===== config.mk =====
export PLATFORM = sky130hd
export DESIGN_NAME = dbs_blend
export DESIGN_NICKNAME = d
export VERILOG_FILES = /design/src/hw/rtl/dbs_pkg.sv /design/src/hw/rtl/dbs_blend.sv
export SDC_FILE = /design/constraint.sdc
export NUM_CORES = 2
export LEC_CHECK = 0
export BUFFER_PORTS_ARGS = -buffer_cell sky130_fd_sc_hd__buf_2
export CAP_MARGIN = 30
export CORE_MARGIN = 2
export CORE_UTILIZATION = 61
export CTS_BUF_LIST = sky130_fd_sc_hd__clkbuf_4 sky130_fd_sc_hd__clkbuf_8
export DETAILED_ROUTE_END_ITERATION = 10
export PLACE_DENSITY = 0.87
export SETUP_SLACK_MARGIN = 0.3
export SLEW_MARGIN = 5
export SYNTH_ARGS = -nofsm -noshare
export SYNTH_HDL_FRONTEND = slang
export SYNTH_SLANG_ARGS = --single-unit

===== constraint.sdc =====
create_clock -name clk -period 8.1 [get_ports clk]
set_clock_uncertainty 0.05 [all_clocks]
set_input_delay 0.405 -clock clk [delete_from_list [all_inputs] [get_ports clk]]
set_output_delay 0.405 -clock clk [all_outputs]
set_load 0.1 [all_outputs]

===== src/hw/rtl/dbs_pkg.sv =====
// Shared types and constants for the bilinear elevation sampler.
`timescale 1ns / 1ps

package dbs_pkg;

  localparam int FRAC_W      = 24;
  localparam int POS_W       = FRAC_W + 1;
  localparam int DIM_W       = 9;
  localparam int BASE_W      = 2 * DIM_W;
  localparam int ADDR_W      = 16;
  localparam int STORE_DEPTH = 65536;
  localparam int SAMPLE_W    = 16;
  localparam int ELEV_W      = 24;
  localparam int WGT_W       = 2 * POS_W;
  localparam int PROD_W      = WGT_W + 1 + SAMPLE_W;
  localparam int ACC_W       = 64;
  localparam int ROUND_SHIFT = 2 * FRAC_W - 8;
  localparam int FIX_W       = 36;

  localparam logic [POS_W-1:0] FRAC_ONE = POS_W'(1) << FRAC_W;
  localparam logic signed [SAMPLE_W-1:0] NO_DATA_LIMIT = -16'sd9990;
  localparam logic signed [ACC_W-1:0] ROUND_HALF = ACC_W'(1) << (ROUND_SHIFT - 1);

  typedef enum logic {
    OP_WRITE = 1'b0,
    OP_QUERY = 1'b1
  } opcode_t;

  typedef enum logic [1:0] {
    CFG_SOUTH = 2'd0,
    CFG_WEST  = 2'd1,
    CFG_COLS  = 2'd2,
    CFG_ROWS  = 2'd3
  } cfg_reg_t;

  typedef enum logic [1:0] {
    NB_00 = 2'd0,
    NB_01 = 2'd1,
    NB_10 = 2'd2,
    NB_11 = 2'd3
  } nbr_t;

  typedef struct packed {
    logic signed [7:0] south;
    logic signed [8:0] west;
    logic [DIM_W-1:0]  cols;
    logic [DIM_W-1:0]  rows;
  } tile_cfg_t;

  typedef struct packed {
    logic              valid;
    nbr_t              nbr;
    logic [FRAC_W-1:0] tr;
    logic [FRAC_W-1:0] tc;
  } fetch_t;

endpackage


===== src/hw/rtl/dbs_blend.sv =====
// Bilinear weighting and accumulation of the four fetched neighbors.
`timescale 1ns / 1ps

module dbs_blend
  import dbs_pkg::*;
(
  input  logic                     clk,
  input  logic                     rst_n,
  input  fetch_t                   fetch,
  input  logic [SAMPLE_W-1:0]      ram_rdata,
  output logic                     out_valid,
  output logic signed [ELEV_W-1:0] out_elevation
);

  logic                     row_far, col_far;
  logic [POS_W-1:0]         wr, wc;
  logic [WGT_W-1:0]         w_nxt;

  logic                     v1_r;
  nbr_t                     nbr1_r;
  logic [WGT_W-1:0]         w_r;

  logic signed [SAMPLE_W-1:0] sample, elev;
  logic signed [PROD_W-1:0] prod_nxt;

  logic                     v2_r;
  nbr_t                     nbr2_r;
  logic signed [ACC_W-1:0]  prod_r;

  logic signed [ACC_W-1:0]  acc_r, acc_nxt;
  logic                     out_valid_r;
  logic signed [ELEV_W-1:0] out_elev_r;

  always_comb begin
    row_far = (fetch.nbr == NB_10) || (fetch.nbr == NB_11);
    col_far = (fetch.nbr == NB_01) || (fetch.nbr == NB_11);
    wr      = row_far ? {1'b0, fetch.tr} : FRAC_ONE - {1'b0, fetch.tr};
    wc      = col_far ? {1'b0, fetch.tc} : FRAC_ONE - {1'b0, fetch.tc};
    w_nxt   = wr * wc;
  end

  // drop no-data neighbors to zero
  always_comb begin
    sample   = $signed(ram_rdata);
    elev     = (sample < NO_DATA_LIMIT) ? '0 : sample;
    prod_nxt = $signed({1'b0, w_r}) * elev;
    acc_nxt  = ((nbr2_r == NB_00) ? ROUND_HALF : acc_r) + prod_r;
  end

  always_ff @(posedge clk) begin
    if (!rst_n) begin
      v1_r        <= 1'b0;
      v2_r        <= 1'b0;
      out_valid_r <= 1'b0;
    end else begin
      v1_r        <= fetch.valid;
      v2_r        <= v1_r;
      out_valid_r <= v2_r && (nbr2_r == NB_11);
    end
  end

  always_ff @(posedge clk) begin
    nbr1_r <= fetch.nbr;
    w_r    <= w_nxt;
    nbr2_r <= nbr1_r;
    prod_r <= prod_nxt[ACC_W-1:0];
    if (v2_r) begin
      acc_r      <= acc_nxt;
      out_elev_r <= acc_nxt[ACC_W-1 -: ELEV_W];
    end
  end

  assign out_valid     = out_valid_r;
  assign out_elevation = out_elev_r;

endmodule


==> results.md <==
* RSZ-0062 raised after global routing: true
* Synth cell count leaders: 1,410 x inv_1, 1,197 x fa_1, 1,028 x nand2_1, 423 x ha_1, 365 x nor2_1
* Yosys warns at 0
* Slowest stage delay, CP at 0.57 ns
* First-pass DRT Iterations at 6
* Critical Path Most Common Cell: fa_1
* H-tree Lvls at 4
* Multi-input logic area at 45,500 µm²
* Seq cells post-synth at 185
* Avg Inst Size Synth at 8.67 µm²
* Fin. Hold Viols at 0
* DRT Wirelength at 162 mm
* Global route overflow at 0
* Critical-path top delay cell: fa_1
* Worst-Margin Slew at 1.14 ns
* Synth area leader: fa_1
* Status: finished, final reports clean
* Nets at 8,319
* MaxCap Viol Count at 0
* Die height at 305 µm
* EDFF count, synth at 64
* Ranking of synthesized cells by area: fa_1 43%, ha_1 9.5%, inv_1 9.5%
* Post-detail-place hpwl at 133 mm
* Syn_nets at 8,086
* I/O Pins at 94
* Gp weighted congestion at 1.00
* Largest net degree at the start of global routing at 66
* Via Count at 45,500
* Crit-path max FO at 4
* Area delta synth->final at 10.9%
* Share of cells above drive strength 1 at 10.9%
* Area after DPL at 60,200 µm²
* Remaining antenna violation count at 0
* Relative slew slack at 23.7%
* Fill cells at 6,603
* Sequential Area at 4350 µm²
* Via count of the first global-routing pass at 49,100
* Final-report setup violation count at 0
* Bufs and invs on worst path at 10
* Initial antenna violation count at 7
* Final instance area at 61,500 µm²
* Clock tree buffer depth at 2
* Port bufs at 93
* Period utilization at 99.7%
* Drt wl/cell at 20.8 µm
* Worst-path clk slew at 0.10 ns
* Die X at 305 µm
* Initial Utilization at 61.6%
* Pins Over Slew Limit at 0
* Cells after Synth at 6,397
* WP data arrival at 8.44 ns
* Post-synth cell types at 86
* Count leader, synth: inv_1
* Critical path startpoint category: primary input
* DR DRC count at 0
* Worst-skew pair later-pin latency at 0.53 ns
* Worst path top cell family by delay: adder cells
* Register area share after synthesis at 7.84%
* Num Clock Sinks at 185
* Average vias per placed instance at 5.82
* CTS tree: built
* Layout Utilization at 68.3%
* Placed insts at 7,748
* Clock Tree Root: clkbuf_8
* Worst min path class: primary input to flip-flop
* Share of flip-flops with an asynchronous set or reset at 0%
* FP Rows at 110
* TritonCTS buffer count at 17
* Iter 0 DRT Violations at 4,159
* Crit end category: flip-flop
* Cell Area, Synth at 55,400 µm²
* Top_reg_cell synth: dfxtp_1
* First-pass GRT wire length at 255 mm
* Req. time, crit path at 8.46 ns
* Tmin final at 8.08 ns
* Fmax at 124 MHz
* CORE AREA at 90,000 µm²
* Final Non-Filler Cells at 7,821
* Gr usage total at 35.0%
* Critical path class: primary input to flip-flop
* Die ar. at 93,300 µm²
* Synth top area share at 43.2%
==> sequential cells by signal (all words and copies together), names as in the netlist <==
name,cells
acc_r,64
v1_r,1
v2_r,1
nbr1_r,2
out_valid,1
nbr2_r,2
prod_r,64
w_r,50
==> cell type report <==
cell class	count	share of cell area, %
multi-input cells	4492	74.0
clock buffers	20	0.417
clock inverters	12	0.232
flip-flops and latches	185	7.07
well taps	1176	2.39
repair buffers	524	7.30
inverters	1410	8.61
diodes	2	0.00814
==> metal layers <==
layer,vias up,track usage [%],part of all wire [%]
li1,19600,-,-
met2,2797,58.2,46
met1,22300,41.7,35
met4,12,20.3,7.7
met5,-,0,0.071
met3,758,8.44,11
==> layout by cell type (no fill, tap or decap), drive strengths merged, types with 40 or more instances in the layout <==
cell,count
edfxtp,64
xor2,97
nor3,41
o21ai,99
nor2,365
ha,423
nand2,1028
a21o,111
fa,1197
nand4,40
buf,521
and2,250
xnor2,149
nand2b,43
dfxtp,121
inv,1413
nor2b,126
a21oi,194
==> what timing repair did <==
action                     CTS  global route
resized for setup            9            93
cloned                       0             2
buffers inserted             5            29
hold buffers                 0             0
pin swaps                   12            47
setup endpoints to repair   16            40
==> worst register-to-register path: stages, from the launching register on <==
cell and delay (ns):
dfxtp_1 1.00, nand2_1 0.20, fa_1 0.56, inv_1 0.06, fa_1 0.53, inv_1 0.06
fa_1 0.50, inv_1 0.06, fa_1 0.46, fa_1 0.55, inv_1 0.06, fa_1 0.48
inv_1 0.05, ha_1 0.33, buf_4 0.16, o21a_1 0.12, o22ai_1 0.10, or4_1 0.51
o22ai_1 0.13, buf_4 0.17, nor2_1 0.08, o41ai_2 0.45, nor2b_2 0.21, nor2b_1 0.06
xnor2_1 0.11
==> logic make-up (layout without fill, tap and decap cells) <==
family,after synthesis,count (layout),share of synthesized area [%]
and+or+nand+nor,2010,2010,16.4
muxes,4,4,0.0745
buffers and inverters,1720,1966,11.8
adders and majority gates,1620,1620,52.8
xor gates and xnor gates,246,246,3.90
DFF,185,185,7.84
AOI/OAI and AO/OA,612,612,7.23
other,0,2,0
==> worst paths after layout <==
kind	end	cells past startpoint	slack (ns)	startpoint
max reg2reg	prod_r[49]$_DFF_P_	24	0.95	w_r[16]$_DFF_P_
min	v1_r$_SDFF_PN0_	2	0.05	fetch[50]
max	w_r[45]$_DFF_P_	35	0.02	fetch[36]
min reg2reg	nbr2_r[0]$_DFF_P_	0	0.30	nbr1_r[0]$_DFF_P_
==> through the flow <==
| stage | hold WS, ns | setup WS, ns | TNS [ns] |
|---|---|---|---|
| after floorplan | 0.260 | 0.0470 | 0 |
| after global placement | 0.261 | -0.414 | -4.77 |
| after detailed placement | 0.277 | -0.518 | -7.21 |
| after CTS | 0.0346 | 0.308 | 0 |
| after global routing | 0.0564 | -0.209 | -0.986 |
| final | 0.0456 | 0.0204 | 0 |
Power is left out: the tool's default activity adds up to more than one toggle a clock period on the data nets, which glitch-free logic cannot reach.
