### src/hw/rtl/dbs_pkg.sv
// Shared types and constants for the bilinear elevation sampler.
`timescale 1ns / 1ps

package dbs_pkg;

  localparam int FRAC_W      = 24;
  localparam int POS_W       = FRAC_W + 1;
  localparam int DIM_W       = 9;
  localparam int BASE_W      = 2 * DIM_W;
  localparam int ADDR_W      = 16;
  localparam int STORE_DEPTH = 65536;
  localparam int SAMPLE_W    = 16;
  localparam int ELEV_W      = 24;
  localparam int WGT_W       = 2 * POS_W;
  localparam int PROD_W      = WGT_W + 1 + SAMPLE_W;
  localparam int ACC_W       = 64;
  localparam int ROUND_SHIFT = 2 * FRAC_W - 8;
  localparam int FIX_W       = 36;

  localparam logic [POS_W-1:0] FRAC_ONE = POS_W'(1) << FRAC_W;
  localparam logic signed [SAMPLE_W-1:0] NO_DATA_LIMIT = -16'sd9990;
  localparam logic signed [ACC_W-1:0] ROUND_HALF = ACC_W'(1) << (ROUND_SHIFT - 1);

  typedef enum logic {
    OP_WRITE = 1'b0,
    OP_QUERY = 1'b1
  } opcode_t;

  typedef enum logic [1:0] {
    CFG_SOUTH = 2'd0,
    CFG_WEST  = 2'd1,
    CFG_COLS  = 2'd2,
    CFG_ROWS  = 2'd3
  } cfg_reg_t;

  typedef enum logic [1:0] {
    NB_00 = 2'd0,
    NB_01 = 2'd1,
    NB_10 = 2'd2,
    NB_11 = 2'd3
  } nbr_t;

  typedef struct packed {
    logic signed [7:0] south;
    logic signed [8:0] west;
    logic [DIM_W-1:0]  cols;
    logic [DIM_W-1:0]  rows;
  } tile_cfg_t;

  typedef struct packed {
    logic              valid;
    nbr_t              nbr;
    logic [FRAC_W-1:0] tr;
    logic [FRAC_W-1:0] tc;
  } fetch_t;

endpackage

### src/hw/rtl/dbs_addr_gen.sv
// Request pipeline: coordinate mapping, neighbor indices and store port sequencing.
`timescale 1ns / 1ps

module dbs_addr_gen
  import dbs_pkg::*;
#(
  parameter int MAX_COLUMNS = 256,
  parameter int MAX_ROWS    = 256
) (
  input  logic                       clk,
  input  logic                       rst_n,
  input  tile_cfg_t                  cfg,
  input  logic                       start,
  output logic                       busy,
  input  opcode_t                    in_opcode,
  input  logic [ADDR_W-1:0]          in_sample_index,
  input  logic signed [SAMPLE_W-1:0] in_sample_value,
  input  logic signed [31:0]         in_query_latitude,
  input  logic signed [32:0]         in_query_longitude,
  output logic                       ram_we,
  output logic [ADDR_W-1:0]          ram_addr,
  output logic [SAMPLE_W-1:0]        ram_wdata,
  output fetch_t                     fetch
);

  localparam logic [DIM_W-1:0] MAX_COLS_C =
    (MAX_COLUMNS > 511) ? DIM_W'(511) : DIM_W'(MAX_COLUMNS);
  localparam logic [DIM_W-1:0] MAX_ROWS_C =
    (MAX_ROWS > 511) ? DIM_W'(511) : DIM_W'(MAX_ROWS);
  localparam int RPOS_W = POS_W + DIM_W;
  localparam int IDX_W  = RPOS_W - FRAC_W;

  function automatic logic [POS_W-1:0] sat_unit(input logic signed [FIX_W-1:0] v);
    logic [POS_W-1:0] res;
    if (v < 0) begin
      res = '0;
    end else if (v > $signed(FIX_W'(FRAC_ONE))) begin
      res = FRAC_ONE;
    end else begin
      res = v[POS_W-1:0];
    end
    return res;
  endfunction

  function automatic logic [DIM_W-1:0] clamp_idx(input logic [IDX_W-1:0] v,
                                                 input logic [DIM_W-1:0] hi);
    logic [DIM_W-1:0] res;
    if (v > IDX_W'(hi)) begin
      res = hi;
    end else begin
      res = v[DIM_W-1:0];
    end
    return res;
  endfunction

  logic [DIM_W-1:0] cols_eff, rows_eff, cols_m1, rows_m1;
  logic             stall, accept;
  nbr_t             cnt_r, cnt_nxt;

  // stage 1
  logic                       s1_valid_r;
  opcode_t                    s1_op_r;
  logic [ADDR_W-1:0]          s1_idx_r;
  logic [SAMPLE_W-1:0]        s1_val_r;
  logic signed [31:0]         s1_lat_r;
  logic signed [32:0]         s1_lon_r;
  // stage 2
  logic                       s2_valid_r;
  opcode_t                    s2_op_r;
  logic [ADDR_W-1:0]          s2_idx_r;
  logic [SAMPLE_W-1:0]        s2_val_r;
  logic [POS_W-1:0]           s2_dlat_r, s2_dlon_r;
  logic [POS_W-1:0]           dlat_nxt, dlon_nxt;
  logic signed [FIX_W-1:0]    lat_fix, lon_fix;
  // stage 3
  logic                       s3_valid_r;
  opcode_t                    s3_op_r;
  logic [ADDR_W-1:0]          s3_idx_r;
  logic [SAMPLE_W-1:0]        s3_val_r;
  logic [RPOS_W-1:0]          s3_rpos_r, s3_cpos_r;
  // stage 4
  logic                       s4_valid_r;
  opcode_t                    s4_op_r;
  logic [ADDR_W-1:0]          s4_idx_r;
  logic [SAMPLE_W-1:0]        s4_val_r;
  logic [DIM_W-1:0]           s4_r0_r, s4_r1_r, s4_c0_r, s4_c1_r;
  logic [FRAC_W-1:0]          s4_tr_r, s4_tc_r;
  logic [IDX_W-1:0]           r0_raw, c0_raw;
  // stage 5: store port
  logic                       s5_valid_r;
  opcode_t                    s5_op_r;
  logic [ADDR_W-1:0]          s5_idx_r;
  logic [SAMPLE_W-1:0]        s5_val_r;
  logic [BASE_W-1:0]          s5_base0_r, s5_base1_r;
  logic [DIM_W-1:0]           s5_c0_r, s5_c1_r;
  logic [FRAC_W-1:0]          s5_tr_r, s5_tc_r;
  logic                       s5_query, row_far, col_far;
  logic [BASE_W-1:0]          row_base;
  logic [DIM_W-1:0]           col_sel;

  always_comb begin
    cols_eff = (cfg.cols < DIM_W'(2)) ? DIM_W'(2) :
               ((cfg.cols > MAX_COLS_C) ? MAX_COLS_C : cfg.cols);
    rows_eff = (cfg.rows < DIM_W'(2)) ? DIM_W'(2) :
               ((cfg.rows > MAX_ROWS_C) ? MAX_ROWS_C : cfg.rows);
    cols_m1  = cols_eff - DIM_W'(1);
    rows_m1  = rows_eff - DIM_W'(1);
  end

  assign s5_query = s5_valid_r && (s5_op_r == OP_QUERY);
  assign stall    = s5_query && (cnt_r != NB_11);
  assign busy     = stall;
  assign accept   = start && !busy;
  assign cnt_nxt  = s5_query ? nbr_t'(cnt_r + 2'd1) : NB_00;

  // hold every stage while a query is still fetching neighbors
  always_ff @(posedge clk) begin
    if (!rst_n) begin
      s1_valid_r <= 1'b0;
      s2_valid_r <= 1'b0;
      s3_valid_r <= 1'b0;
      s4_valid_r <= 1'b0;
      s5_valid_r <= 1'b0;
      cnt_r      <= NB_00;
    end else begin
      cnt_r <= cnt_nxt;
      if (!stall) begin
        s1_valid_r <= accept;
        s2_valid_r <= s1_valid_r;
        s3_valid_r <= s2_valid_r;
        s4_valid_r <= s3_valid_r;
        s5_valid_r <= s4_valid_r;
      end
    end
  end

  always_comb begin
    lat_fix  = (FIX_W'(cfg.south) + FIX_W'(1)) <<< FRAC_W;
    lat_fix  = lat_fix - FIX_W'(s1_lat_r);
    lon_fix  = FIX_W'(s1_lon_r) - (FIX_W'(cfg.west) <<< FRAC_W);
    dlat_nxt = sat_unit(lat_fix);
    dlon_nxt = sat_unit(lon_fix);
    r0_raw   = s3_rpos_r[RPOS_W-1:FRAC_W];
    c0_raw   = s3_cpos_r[RPOS_W-1:FRAC_W];
  end

  always_ff @(posedge clk) begin
    if (accept) begin
      s1_op_r  <= in_opcode;
      s1_idx_r <= in_sample_index;
      s1_val_r <= in_sample_value;
      s1_lat_r <= in_query_latitude;
      s1_lon_r <= in_query_longitude;
    end
    if (!stall) begin
      s2_op_r    <= s1_op_r;
      s2_idx_r   <= s1_idx_r;
      s2_val_r   <= s1_val_r;
      s2_dlat_r  <= dlat_nxt;
      s2_dlon_r  <= dlon_nxt;

      s3_op_r    <= s2_op_r;
      s3_idx_r   <= s2_idx_r;
      s3_val_r   <= s2_val_r;
      s3_rpos_r  <= s2_dlat_r * rows_m1;
      s3_cpos_r  <= s2_dlon_r * cols_m1;

      s4_op_r    <= s3_op_r;
      s4_idx_r   <= s3_idx_r;
      s4_val_r   <= s3_val_r;
      s4_r0_r    <= clamp_idx(r0_raw, rows_m1);
      s4_r1_r    <= clamp_idx(r0_raw + IDX_W'(1), rows_m1);
      s4_c0_r    <= clamp_idx(c0_raw, cols_m1);
      s4_c1_r    <= clamp_idx(c0_raw + IDX_W'(1), cols_m1);
      s4_tr_r    <= s3_rpos_r[FRAC_W-1:0];
      s4_tc_r    <= s3_cpos_r[FRAC_W-1:0];

      s5_op_r    <= s4_op_r;
      s5_idx_r   <= s4_idx_r;
      s5_val_r   <= s4_val_r;
      s5_base0_r <= s4_r0_r * cols_eff;
      s5_base1_r <= s4_r1_r * cols_eff;
      s5_c0_r    <= s4_c0_r;
      s5_c1_r    <= s4_c1_r;
      s5_tr_r    <= s4_tr_r;
      s5_tc_r    <= s4_tc_r;
    end
  end

  always_comb begin
    row_far   = (cnt_r == NB_10) || (cnt_r == NB_11);
    col_far   = (cnt_r == NB_01) || (cnt_r == NB_11);
    row_base  = row_far ? s5_base1_r : s5_base0_r;
    col_sel   = col_far ? s5_c1_r : s5_c0_r;
    ram_we    = s5_valid_r && (s5_op_r == OP_WRITE);
    ram_wdata = s5_val_r;
    if (ram_we) begin
      ram_addr = s5_idx_r;
    end else begin
      ram_addr = ADDR_W'(row_base + BASE_W'(col_sel));
    end
    fetch.valid = s5_query;
    fetch.nbr   = cnt_r;
    fetch.tr    = s5_tr_r;
    fetch.tc    = s5_tc_r;
  end

endmodule

### config.mk
export PLATFORM = sky130hd
export DESIGN_NAME = dbs_addr_gen
export DESIGN_NICKNAME = d
export VERILOG_FILES = /design/src/hw/rtl/dbs_pkg.sv /design/src/hw/rtl/dbs_addr_gen.sv
export SDC_FILE = /design/constraint.sdc
export NUM_CORES = 2
export LEC_CHECK = 0
export ABC_AREA = 1
export BUFFER_PORTS_ARGS = -buffer_cell sky130_fd_sc_hd__clkbuf_2
export CORE_MARGIN = 10
export CORE_UTILIZATION = 55
export CTS_CLUSTER_DIAMETER = 40
export CTS_CLUSTER_SIZE = 24
export DETAILED_ROUTE_END_ITERATION = 7
export PLACE_DENSITY_LB_ADDON = 0.25
export REMOVE_ABC_BUFFERS = 1
export SLEW_MARGIN = 20
export SYNTH_ARGS = -nofsm -noshare
export SYNTH_HDL_FRONTEND = slang
export SYNTH_SLANG_ARGS = --single-unit
### constraint.sdc
create_clock -name clk -period 19.6 [get_ports clk]
set_clock_uncertainty 0.2 [all_clocks]
set_input_delay 1.96 -clock clk [delete_from_list [all_inputs] [get_ports clk]]
set_output_delay 1.96 -clock clk [all_outputs]
set_load 0.02 [all_outputs]
==> summary.md <==
CTS
* **hold buffer count at cts** 0
* **number of buffers between clock root and the deepest sink** 3
* **number of levels in the clock H-tree** 3
* **Resized cells post-CTS** 0
* **clock tree from TritonCTS** yes
* **clock latency reported for the late side of the worst-skew pair** 0.64 ns
* **Clock Pin Slew Worst Setup and Hold Paths** 0.07 ns
* **root buffer selected by CTS** sky130_fd_sc_hd__clkbuf_16
* **Post-CTS Repair Setup Buffers** 0
* **Num Clock Sinks** 537
* **CTS buffer count** 79

Flow run
* **maximum capacitance violations** 0

Final layout
* **Layout Utilization** 62.0%
* **layout filler cell count** 5993
* **count of nets after finishing** 5072
* **share of final-layout standard cells stronger than drive strength 1** 11.3%
* **Post-Layout Inst Area** 45100 sq um
* **area added between synthesis and finish** 12.2%

Power
* **leakage** 21.9 nW
* **largest voltage drop on the vdd net** 106 uV
* **P per Cell Area** 111 nW/um^2
* **Total Power Consumption** 5.02 mW

Hold path
* **Hold EP** s4_tc_r[13]
* **min-delay worst type** reg -> reg
* **min-delay src** s3_cpos_r[13]
* **worst hold path stage count** 0

Placed design
* **detailed-placement wirelength estimate** 69800 microns
* **placer congestion estimate** 0.917
* **I/O Buffers** 220
* **post-place instance area** 42300 sq um

STA
* **relative slew slack** 32.8%
* **unrepaired setup endpoints after global routing** no
* **minimum period implied by the final worst setup slack** 9.35 ns
* **number of max-slew violations in the final report** 0
* **Setup TNS Final** 0 ns
* **number of hold violations in the final report** 0
* **highest clock rate** 107 MHz
* **final setup violating endpoints** 0
* **Period Utilization, post-route** 47.7%
* **Slew @ Worst Pin** 1.01 ns

Critical path
* **kind of end point of the critical path** register
* **CP Launch Type** input port
* **worst flop-to-flop path startpoint** s2_dlat_r[6]
* **Crit path arrival time** 9.53 ns
* **maximum cell stage delay along the critical path** 0.61 ns
* **cell with the largest stage delay on the worst path** sky130_fd_sc_hd__inv_1
* **Req. time, crit path** 19.78 ns
* **Register-to-Register Setup Slack** 14.08 ns
* **critical path fanouts, max** 25
* **Register-to-Register Path Depth** 18
* **Most common cell on crit path** sky130_fd_sc_hd__inv_1
* **category of the critical setup timing path** in -> reg
* **Worst R2R End** s3_rpos_r[28]

Synth
* **number of unique standard cell types used by synthesis** 60
* **top cells by area, synth** sky130_fd_sc_hd__edfxtp_1 40%, sky130_fd_sc_hd__fa_1 21%, sky130_fd_sc_hd__inv_1 7.7%, sky130_fd_sc_hd__ha_1 7.6%, sky130_fd_sc_hd__nand2_1 6.8%
* **post-synthesis cell count** 4023
* **average size of a mapped cell** 9.99 sq um
* **primary flip-flop cell chosen by synthesis mapping** sky130_fd_sc_hd__edfxtp_1
* **async set or reset register ratio after synthesis** 0%
* **fraction of post-synthesis cell area in the top cell type by area** 39.6%
* **warning count from the yosys run** 0
* **leading cell type by number of instances after synthesis** sky130_fd_sc_hd__inv_1
* **number of flip-flops and latches in the synthesized netlist** 537
* **number of enable flip-flop cells after synthesis** 530
* **synthesized cell area** 40200 sq um
* **largest area contributor in the synthesized netlist** sky130_fd_sc_hd__edfxtp_1
* **share of the yosys chip area belonging to registers** 40.0%
* **most instantiated cells after synthesis** 823 x sky130_fd_sc_hd__inv_1, 731 x sky130_fd_sc_hd__nand2_1, 530 x sky130_fd_sc_hd__edfxtp_1

Floorplan
* **number of core rows** 99
* **initial standard-cell utilization of the core** 55.3%
* **die footprint** 84300 sq um
* **Die Width** 290 microns
* **IO Pins** 221
* **placeable core region** 72700 sq um
* **DIE HEIGHT** 290 microns

Routing
* **per-cell routed wire length** 16.9 microns
* **Total Wirelength** 89300 microns
* **Iter 0 DRT Violations** 1965
* **routed via count** 27400
* **Post-DRT Antenna Nets** 0
* **drc violations** 0
* **via density per instance** 5.18
* **drt pass-1 iters** 5

Run status
* **result of the run** completed

Global routing
* **total grt overflow** 0
* **antenna violations before repair** 4
* **Tot GR Track Use** 21.6%
* **first-pass GRT wire length** 147000 microns
* **pin count of the biggest net entering global routing** 155
* **vias in the first global route** 28800

## sequential cells by signal, summed over array words and instances, names as in the netlist, 24 cells and up
signal and cells:
s5_tc_r 24, s3_cpos_r 34, s1_lon_r 33, s2_dlon_r 25, s2_dlat_r 25, s4_tc_r 24, s5_tr_r 24, s1_lat_r 32
s3_rpos_r 34, s4_tr_r 24
## metal layers
layer	up-vias	share of wire, %	global-route usage (%)
met5	-	0.012	0
met4	2	3.7	8.63
met3	192	6.2	4.17
met2	740	50	37.8
met1	13300	40	25.9
li1	13200	-	-
## layout by cell type, fill, tap and decap left out, types with 8 or more instances in the layout
master	synthesis	final
sky130_fd_sc_hd__nand3_1	86	86
sky130_fd_sc_hd__nor3_1	20	20
sky130_fd_sc_hd__nor4_1	12	12
sky130_fd_sc_hd__inv_1	823	821
sky130_fd_sc_hd__a31oi_1	11	11
sky130_fd_sc_hd__mux2_2	19	19
sky130_fd_sc_hd__clkbuf_16	0	79
sky130_fd_sc_hd__o21ai_1	8	8
sky130_fd_sc_hd__a21oi_1	123	123
sky130_fd_sc_hd__inv_6	0	15
sky130_fd_sc_hd__o21bai_1	9	9
sky130_fd_sc_hd__o21ai_0	102	102
sky130_fd_sc_hd__nand4_1	29	29
sky130_fd_sc_hd__clkbuf_2	0	220
sky130_fd_sc_hd__edfxtp_1	530	530
sky130_fd_sc_hd__buf_4	11	16
sky130_fd_sc_hd__ha_1	243	243
sky130_fd_sc_hd__inv_8	0	12
sky130_fd_sc_hd__nor2_2	52	53
sky130_fd_sc_hd__xor2_1	89	89
sky130_fd_sc_hd__fa_1	424	424
sky130_fd_sc_hd__xnor2_1	34	34
sky130_fd_sc_hd__nand2_2	12	12
sky130_fd_sc_hd__nor2_1	494	493
sky130_fd_sc_hd__clkinv_8	0	8
sky130_fd_sc_hd__nand3b_1	9	9
sky130_fd_sc_hd__nand2_1	731	731
## worst max-delay path by stage
stage / start / to / slack, ns / cells after the start
after floorplan: cnt_r[0] / s1_idx_r[0] / 6.83 / 5
after global routing: cfg[2] / s3_rpos_r[28] / 9.75 / 30
after detailed placement: cfg[2] / s3_rpos_r[28] / 9.89 / 30
after global placement: cfg[2] / s3_rpos_r[28] / 10.09 / 30
final: cfg[2] / s3_rpos_r[28] / 10.25 / 30
after CTS: cfg[2] / s3_rpos_r[28] / 10.48 / 30
## cell families after synthesis
family | synth area share (%)
muxes | 0.632
and+or+nand+nor | 15.0
adders and majority gates | 28.7
buffers and inverters | 8.70
AOI/OAI and AO/OA | 4.23
DFF | 40.0
xor gates and xnor gates | 2.76
## critical path, delay by kind of cell
kind                       cells  cell delay [ns]
adders and majority gates      6             2.85
and+or+nand+nor                9             1.32
AOI/OAI and AO/OA              6             1.44
xor gates and xnor gates       1             0.13
buffers and inverters          8             1.81
## cell type report
class | instances | area, sq um | area share [%]
diodes | 3 | 7.51 | 0.0167
clock buffers | 84 | 2010 | 4.45
clock inverters | 62 | 805 | 1.78
inverters | 833 | 3140 | 6.96
multi-input cells | 2581 | 20600 | 45.8
flip-flops and latches | 537 | 16100 | 35.6
well taps | 959 | 1200 | 2.66
repair buffers | 237 | 1240 | 2.75
## report_power, final
part / internal, mW / leakage [nW] / switching, mW
combinational: 0.674 / 14.7 / 1.18
sequential: 1.57 / 5.87 / 0.135
clock: 0.866 / 1.37 / 0.595
## per-stage QoR
step / hold slack [ns] / setup WS [ns] / instances
after floorplan: 0.200 / 6.83 / 3951
after global placement: 0.200 / 10.09 / 5147
after detailed placement: 0.205 / 9.89 / 5147
after CTS: 0.181 / 10.48 / 5293
after global routing: 0.197 / 9.75 / 5296
final: 0.180 / 10.25 / 5296
Note: power is estimated with default switching activity, not from simulation.
